===== config.mk =====
export PLATFORM = sky130hd
export DESIGN_NAME = lru_page_replacement
export DESIGN_NICKNAME = d
export VERILOG_FILES = /design/src/rtl/lru_pkg.sv /design/src/rtl/lru_page_replacement.sv /design/src/rtl/lru_ctrl.sv /design/src/rtl/lru_dp.sv
export SDC_FILE = /design/constraint.sdc
export NUM_CORES = 1
export LEC_CHECK = 0
export ABC_AREA = 1
export BUFFER_PORTS_ARGS = -buffer_cell sky130_fd_sc_hd__clkbuf_2
export CAP_MARGIN = 0
export CORE_MARGIN = 5
export CORE_UTILIZATION = 65
export CTS_CLUSTER_DIAMETER = 60
export DETAILED_ROUTE_END_ITERATION = 6
export HOLD_SLACK_MARGIN = 0.06
export PLACE_DENSITY = 0.83
export SLEW_MARGIN = 25
export SYNTH_ARGS = -nofsm -noshare
export SYNTH_HDL_FRONTEND = slang
export SYNTH_HIERARCHICAL = 1
export SYNTH_SLANG_ARGS = --single-unit

===== constraint.sdc =====
create_clock -name clk -period 18.2 [get_ports clk]
set_input_delay 0.91 -clock clk [delete_from_list [all_inputs] [get_ports clk]]
set_output_delay 0.91 -clock clk [all_outputs]
set_load 0.005 [all_outputs]

===== src/rtl/lru_pkg.sv =====
`default_nettype none
package lru_pkg;
  localparam int MAX_FRAMES = 16;
  localparam int PAGE_BITS  = 16;
  localparam int FRAME_W    = (MAX_FRAMES > 1) ? $clog2(MAX_FRAMES) : 1;
  localparam int RANK_W     = FRAME_W;
  localparam int CNT_W      = $clog2(MAX_FRAMES + 1);
  localparam int CFG_W      = 5;
  localparam int TREE_N     = 1 << FRAME_W;
  localparam logic [CFG_W-1:0]  CFG_RESET = CFG_W'(16);
  localparam logic [RANK_W-1:0] RANK_MAX  = RANK_W'(MAX_FRAMES - 1);

  typedef enum logic [0:0] {
    ST_IDLE,
    ST_CALC
  } state_t;

  typedef struct packed {
    logic load;
    logic commit;
  } dp_cmd_t;

  typedef struct packed {
    logic out_busy;
  } dp_stat_t;
endpackage
`default_nettype wire


===== src/rtl/lru_page_replacement.sv =====
// channel   direction  handshake            payload
// in        input      in_valid/in_stall    page
// out       output     out_valid/out_stall  fault, frame, evicted_valid, evicted_page
// cfg       input      cfg_write            cfg_data (frames_in_use)
//
// per item: the page is registered first, then the parallel match,
// oldest-frame search and rank update run, which also loads the output register
// a new item is accepted while the previous result waits in the output register
// a result stalled on out holds the next item in the update cycle until taken
// rst is synchronous: ranks and fill count clear, frame count returns to 16
`default_nettype none
module lru_page_replacement import lru_pkg::*; (
  input  logic                 clk,
  input  logic                 rst,
  input  logic                 cfg_write,
  input  logic [CFG_W-1:0]     cfg_data,
  input  logic                 in_valid,
  output logic                 in_stall,
  input  logic [PAGE_BITS-1:0] page,
  output logic                 out_valid,
  input  logic                 out_stall,
  output logic                 fault,
  output logic [FRAME_W-1:0]   frame,
  output logic                 evicted_valid,
  output logic [PAGE_BITS-1:0] evicted_page
);
  dp_cmd_t  cmd;
  dp_stat_t stat;

  lru_ctrl u_ctrl (
    .clk      (clk),
    .rst      (rst),
    .in_valid (in_valid),
    .in_stall (in_stall),
    .stat     (stat),
    .cmd      (cmd)
  );

  lru_dp u_dp (
    .clk           (clk),
    .rst           (rst),
    .cmd           (cmd),
    .stat          (stat),
    .cfg_write     (cfg_write),
    .cfg_data      (cfg_data),
    .page          (page),
    .out_valid     (out_valid),
    .out_stall     (out_stall),
    .fault         (fault),
    .frame         (frame),
    .evicted_valid (evicted_valid),
    .evicted_page  (evicted_page)
  );
endmodule
`default_nettype wire


===== src/rtl/lru_ctrl.sv =====
`default_nettype none
module lru_ctrl import lru_pkg::*; (
  input  logic     clk,
  input  logic     rst,
  input  logic     in_valid,
  output logic     in_stall,
  input  dp_stat_t stat,
  output dp_cmd_t  cmd
);
  state_t state, state_next;

  always_ff @(posedge clk) begin
    if (rst) begin
      state <= ST_IDLE;
    end else begin
      state <= state_next;
    end
  end

  always_comb begin
    state_next = state;
    case (state)
      ST_IDLE: begin
        if (in_valid) state_next = ST_CALC;
      end
      ST_CALC: begin
        if (!stat.out_busy) state_next = ST_IDLE;
      end
      default: state_next = ST_IDLE;
    endcase
  end

  always_comb begin
    in_stall   = 1'b1;
    cmd.load   = 1'b0;
    cmd.commit = 1'b0;
    case (state)
      ST_IDLE: begin
        in_stall = 1'b0;
        cmd.load = in_valid;
      end
      ST_CALC: begin
        cmd.commit = !stat.out_busy;
      end
      default: begin
        in_stall = 1'b1;
      end
    endcase
  end
endmodule
`default_nettype wire


===== src/rtl/lru_dp.sv =====
`default_nettype none
module lru_dp import lru_pkg::*; (
  input  logic                 clk,
  input  logic                 rst,
  input  dp_cmd_t              cmd,
  output dp_stat_t             stat,
  input  logic                 cfg_write,
  input  logic [CFG_W-1:0]     cfg_data,
  input  logic [PAGE_BITS-1:0] page,
  output logic                 out_valid,
  input  logic                 out_stall,
  output logic                 fault,
  output logic [FRAME_W-1:0]   frame,
  output logic                 evicted_valid,
  output logic [PAGE_BITS-1:0] evicted_page
);
  logic [CFG_W-1:0]     frames_in_use;
  logic [PAGE_BITS-1:0] page_q;
  logic [PAGE_BITS-1:0] frame_pages [MAX_FRAMES];
  logic [RANK_W-1:0]    recency_rank [MAX_FRAMES];
  logic [RANK_W-1:0]    rank_next [MAX_FRAMES];
  logic [CNT_W-1:0]     frames_filled;

  logic [CNT_W-1:0]     n_act;
  logic [CNT_W-1:0]     look;
  logic                 hit;
  logic [FRAME_W-1:0]   hit_idx;
  logic                 t_v [1:2*TREE_N-1];
  logic [RANK_W-1:0]    t_r [1:2*TREE_N-1];
  logic [FRAME_W-1:0]   t_i [1:2*TREE_N-1];
  logic                 pick_r;

  logic [FRAME_W-1:0]   f_sel;
  logic [CNT_W-1:0]     limit;
  logic [RANK_W:0]      below;
  logic                 do_fill;
  logic                 do_evict;

  // active frame count, clamped to 1..MAX_FRAMES
  always_comb begin
    if (frames_in_use == '0) begin
      n_act = CNT_W'(1);
    end else if (32'(frames_in_use) > MAX_FRAMES) begin
      n_act = CNT_W'(MAX_FRAMES);
    end else begin
      n_act = CNT_W'(frames_in_use);
    end
    look = (frames_filled < n_act) ? frames_filled : n_act;
  end

  // parallel match, highest index wins
  always_comb begin
    hit     = 1'b0;
    hit_idx = '0;
    for (int i = 0; i < MAX_FRAMES; i++) begin
      if ((i < int'(look)) && (frame_pages[i] == page_q)) begin
        hit     = 1'b1;
        hit_idx = FRAME_W'(i);
      end
    end
  end

  // oldest frame: max rank tree, lowest index on a tie
  always_comb begin
    pick_r = 1'b0;
    for (int i = 0; i < TREE_N; i++) begin
      if (i < MAX_FRAMES) begin
        t_v[TREE_N+i] = (i < int'(n_act));
        t_r[TREE_N+i] = recency_rank[i];
      end else begin
        t_v[TREE_N+i] = 1'b0;
        t_r[TREE_N+i] = '0;
      end
      t_i[TREE_N+i] = FRAME_W'(i);
    end
    for (int k = TREE_N - 1; k >= 1; k--) begin
      pick_r = t_v[2*k+1] && (!t_v[2*k] || (t_r[2*k+1] > t_r[2*k]));
      t_v[k] = t_v[2*k] || t_v[2*k+1];
      t_r[k] = pick_r ? t_r[2*k+1] : t_r[2*k];
      t_i[k] = pick_r ? t_i[2*k+1] : t_i[2*k];
    end
  end

  // decision
  always_comb begin
    do_fill  = 1'b0;
    do_evict = 1'b0;
    if (hit) begin
      f_sel = hit_idx;
      limit = look;
      below = {1'b0, recency_rank[hit_idx]};
    end else if (frames_filled < n_act) begin
      do_fill = 1'b1;
      f_sel   = frames_filled[FRAME_W-1:0];
      limit   = look;
      below   = (RANK_W+1)'(MAX_FRAMES);
    end else begin
      do_evict = 1'b1;
      f_sel    = t_i[1];
      limit    = n_act;
      below    = {1'b0, t_r[1]};
    end
  end

  // rank aging
  always_comb begin
    for (int i = 0; i < MAX_FRAMES; i++) begin
      if (FRAME_W'(i) == f_sel) begin
        rank_next[i] = '0;
      end else if ((i < int'(limit)) && ({1'b0, recency_rank[i]} < below)
                   && (recency_rank[i] < RANK_MAX)) begin
        rank_next[i] = recency_rank[i] + RANK_W'(1);
      end else begin
        rank_next[i] = recency_rank[i];
      end
    end
  end

  always_ff @(posedge clk) begin
    if (rst) begin
      frames_in_use <= CFG_RESET;
      frames_filled <= '0;
      out_valid     <= 1'b0;
      for (int i = 0; i < MAX_FRAMES; i++) begin
        recency_rank[i] <= '0;
      end
    end else begin
      if (cfg_write) frames_in_use <= cfg_data;
      if (cmd.commit) begin
        for (int i = 0; i < MAX_FRAMES; i++) begin
          recency_rank[i] <= rank_next[i];
        end
        if (do_fill) frames_filled <= frames_filled + CNT_W'(1);
        out_valid <= 1'b1;
      end else if (out_valid && !out_stall) begin
        out_valid <= 1'b0;
      end
    end
  end

  // payload
  always_ff @(posedge clk) begin
    if (cmd.load) page_q <= page;
    if (cmd.commit) begin
      if (!hit) frame_pages[f_sel] <= page_q;
      fault         <= !hit;
      frame         <= f_sel;
      evicted_valid <= do_evict;
      evicted_page  <= do_evict ? frame_pages[f_sel] : '0;
    end
  end

  assign stat.out_busy = out_valid && out_stall;
endmodule
`default_nettype wire


==> summary.md <==
| Metric | Value |
|---|---|
| Status | `finished with violations` |
| Violated checks | `design-rule violations` |
| Crit-path most repeated cell | `nand2_1` |
| Post-Synth Simple-Gate Area | `between 20% and 30%` |
| Post-route ant nets | `0` |
| Hold Path Class | `register to register` |
| Largest family of logic cells by synthesized area | `simple AND/OR/NAND/NOR gates` |
| P_leak | `9.967 nW` |
| Hold Vio Cnt, Final | `0` |
| Synth Net Count | `~2600` |
| Ys flop type | `edfxtp_1` |
| Hold Path Depth | `2` |
| Site Rows | `between 60 and 70` |
| Ratio of cells with drive above 1 in the final layout | `about a tenth` |
| Ys Warns | `6` |
| Worst r2r dst | `u_dp/recency_rank[4][0]$_SDFFCE_PN0P_` |
| Worst Setup End Kind | `register` |
| Via count | `around 20000` |
| Initial Util | `66.08%` |
| Drt via density | `around 6.5` |
| CP max-delay cell | `buf_4` |
| Critical path type | `register to register` |
| Final Cycle Share | `about 53%` |
| Most area-hungry cell type in the Yosys netlist | `edfxtp_1` |
| Final wirelength | `approximately 70000 um` |
| Crit-path max FO | `88` |
| Maximum number of pins on one net before global-route repair | `roughly 90` |
| Number of CTS-inserted buffers | `between 40 and 50` |
| Gate count after technology mapping | `around 2500` |
| Top cell type's share of synthesized area | `roughly 47%` |
| Mux contribution to synthesized area | `0%` |
| R2r setup slk | `between 8000 and 9000 ps` |
| N_diodes | `0` |
| Seq pwr share | `31.4%` |
| Resize count post-CTS | `0` |
| CORE AREA | `roughly 35000 um2` |
| Buf+Inv Stages, Crit Path | `8` |
| EDFF count, synth | `roughly 360` |
| Initial DRC Count | `between 2000 and 2500` |
| Hold slack | `~500 ps` |
| DRC Markers | `2` |
| Number of port buffers | `49` |
| Wirelength per Cell | `23.98 um` |
| Slew Limit Fails | `0` |
| Unrepaired setup endpoints after global routing | `no` |
| Sequential area share after synthesis | `47.92%` |
| Synthesis-to-finish area growth | `9.001%` |
| Max-cap viol count | `0` |
| Cts hold-fix bufs | `0` |
| Gr usage total | `36.13%` |
| DRT Pass-1 Iters | `7` |
| Non-Filler Instances | `3004` |
| Clock skew | `approximately 17 ps` |
| Worst Path Required | `between 15000 and 20000 ps` |
| IO Pins | `50` |
| Cell Pwr Density | `133.5 nW/um2` |
| Net Sw Frac | `between 40 and 50%` |
| Inst Count DP | `2929` |
| Die width | `a little under 200 um` |
| Synth async-reset ratio | `0%` |
| Slew of the pin with the lowest slew margin | `between 1000 and 1500 ps` |
| CTS root buf | `clkbuf_16` |
| Netlist Area Pre-Place | `approximately 23000 um2` |
| Vias in the first global route | `19090` |
| Setup-failing EPs final | `0` |
| Critical path arrival | `9920 ps` |
| CTS tree | `done` |
| CP Launch Type | `register` |
| Post-CTS setup repair buffer count | `0` |
| Sw Pwr | `0.001434 W` |
| P_int | `around 0.0019 W` |
| XOR/XNOR Fraction of Synth Area | `around 7.3%` |
| Crit path largest cell delay | `730 ps` |
| Deepest clock path buffer count | `3` |
| Register bit total from synthesis | `370` |
| Worst r2r path cells | `39` |
| Max transition margin | `27.55%` |
| Clock power share | `a little under a quarter` |
| Antenna violations before repair | `0` |
| First-pass GRT wire length | `108500 um` |
| Post-route setup TNS | `0 ps` |
| Reg-to-reg startpoint | `u_dp/frames_in_use[4]$_SDFFE_PP1P_` |
| Die area | `roughly 40000 um2` |
| Fmax | `0.1031 GHz` |
| Worst ir drop on vdd | `roughly 0.11 mV` |
| Clock Sinks | `between 300 and 400` |
| Post-layout util | `a little over 70%` |
| Placer Congestion | `between 1 and 1.5` |
| Synth Area in Adders | `6.164%` |
| Post-synthesis compound-gate area fraction | `about an eighth` |
| Nets | `about 2700` |
| Crit path max-delay family | `simple AND/OR/NAND/NOR gates` |
| WHS Endpoint | `u_dp/out_valid$_SDFFE_PP0P_` |
| Overall Power | `about 0.0033 W` |
| Minimum clock period | `roughly 9700 ps` |
| Hold path start | `u_dp/out_valid$_SDFFE_PP0P_` |
| Logic gate share of total power | `approximately 45%` |
| Syn_area_per_cell | `approximately 9.2 um2` |
| Netlist cell types | `58` |
| Top cells by area, synth | `edfxtp_1 (47%), nand2_1 (7.0%), ha_1 (6.2%), nand3_1 (5.3%), xnor2_1 (4.7%)` |
| Dpl hpwl | `roughly 50000 um` |
| Htree depth | `2` |
| Grt ovf | `0` |
| Die height | `197.9 um` |
| Reg clk slew, reported paths | `~60 ps` |
| Later-pin clock latency in the skew report | `around 570 ps` |
==> per-layer routing <==
metal / GRT usage (%) / wire length (um) / up-vias
met5: 0 / 0 / -
met1: 43.41 / 25520 / 9172
li1: - / - / 8811
met4: 26.55 / 6411 / 0
met3: 6.976 / 7029 / 379
met2: 58.12 / 33090 / 1276
==> cells in the mapped netlist (4+ instances only) <==
master,count
a22oi_1,59
a31oi_1,9
nor4_1,22
or2_2,16
nand4_1,49
nand2_2,13
nand3_2,4
xnor2_1,124
o22ai_1,4
nor3_1,46
nor2_1,152
o21bai_1,10
o221ai_1,13
a221oi_1,12
dfxtp_1,12
nor3b_1,7
edfxtp_1,358
ha_1,113
inv_1,249
a41oi_1,13
buf_4,6
a21oi_1,105
o21ai_0,111
nand2_1,425
nor2_4,5
clkbuf_1,30
o21ai_1,24
nand2_4,7
o2111ai_1,13
o211ai_1,36
nand3_1,244
xor2_1,67
buf_2,58
nor2_2,8
inv_2,25
==> power groups by stage <==
| stage | logic [W] | clock network [W] | registers, W |
|---|---|---|---|
| after detailed placement | 0.00144 | 0 | 0.00106 |
| after floorplan | 0.00101 | 0 | 0.00105 |
| final | 0.00149 | 0.000802 | 0.00105 |
| after global routing | 0.00163 | 0.000847 | 0.00105 |
| after CTS | 0.00145 | 0.000812 | 0.00105 |
| after global placement | 0.00139 | 0 | 0.00106 |
==> through the flow <==
step,setup slack (ps),cell area [um2]
after floorplan,10850,22940
after global placement,8731,23640
after detailed placement,8768,23670
after CTS,8721,24970
after global routing,7770,25000
final,8498,25000
==> flip-flops by register name, indices dropped and copies added, names as in the netlist <==
register            flops
u_ctrl/state            1
u_dp/evicted_page      16
u_dp/evicted_valid      1
u_dp/fault              1
u_dp/frame              4
u_dp/frame_pages      256
u_dp/frames_filled      5
u_dp/frames_in_use      5
u_dp/out_valid          1
u_dp/page_q            16
u_dp/recency_rank      64
==> kinds of logic after synthesis <==
logic type | Yosys count
flops | 370
compound gates | 428
buf+inv | 376
simple gates | 1008
xor+xnor | 191
fa+ha+maj | 113
==> tightest hold or removal path, stage by stage (launching register included) <==
cell	delay, ps
dfxtp_1	310
nand2_1	80
a21oi_1	60
==> placed cells by master (no fill, tap or decap), drive strengths merged, types with 2 or more instances in the layout <==
master      n
a21o        2
a21oi     109
a221oi     12
a22oi      59
a31oi       9
a32oi       2
a41oi      13
buf        37
clkbuf    100
clkinv     20
clkinvlp    2
dfxtp      12
edfxtp    358
ha        113
inv       279
nand2     445
nand3     248
nand3b      4
nand4      49
nor2      168
nor3       46
nor3b       8
nor4       22
o2111ai    13
o211ai     36
o21ai     137
o21bai     11
o221ai     13
o22ai       4
o311ai      2
o31ai       2
or2        17
xnor2     124
xor2       67
==> worst max path at each step <==
| stage | from | cells after the start | to | slack (ps) |
|---|---|---|---|---|
| 3_5_place_dp | u_dp/frames_in_use[4]$_SDFFE_PP1P_ | 39 | u_dp/recency_rank[4][0]$_SDFFCE_PN0P_ | 8770 |
| 3_3_place_gp | u_dp/frames_in_use[4]$_SDFFE_PP1P_ | 36 | u_dp/frame_pages[1][10]$_DFFE_PP_ | 8730 |
| 4_1_cts | u_dp/frames_in_use[4]$_SDFFE_PP1P_ | 39 | u_dp/recency_rank[4][0]$_SDFFCE_PN0P_ | 8720 |
| 2_1_floorplan | u_dp/recency_rank[3][1]$_SDFFCE_PN0P_ | 37 | u_dp/frame_pages[10][0]$_DFFE_PP_ | 10850 |
| 6_report | u_dp/frames_in_use[4]$_SDFFE_PP1P_ | 39 | u_dp/recency_rank[4][0]$_SDFFCE_PN0P_ | 8500 |
| 5_1_grt | u_dp/recency_rank[2][1]$_SDFFCE_PN0P_ | 40 | u_dp/recency_rank[4][0]$_SDFFCE_PN0P_ | 7770 |
==> area by class of cell <==
| cell class | count | area, um2 |
|---|---|---|
| timing repair buffer | 86 | 526.8 |
| sequential | 370 | 10990 |
| multi-input combinational | 1740 | 10570 |
| inverter | 278 | 1046 |
| fill | 2574 | 9712 |
| tap | 455 | 569.3 |
| clock inverter | 24 | 192.7 |
| clock buffer | 51 | 1106 |
Note: power is estimated with default switching activity, not from simulation.
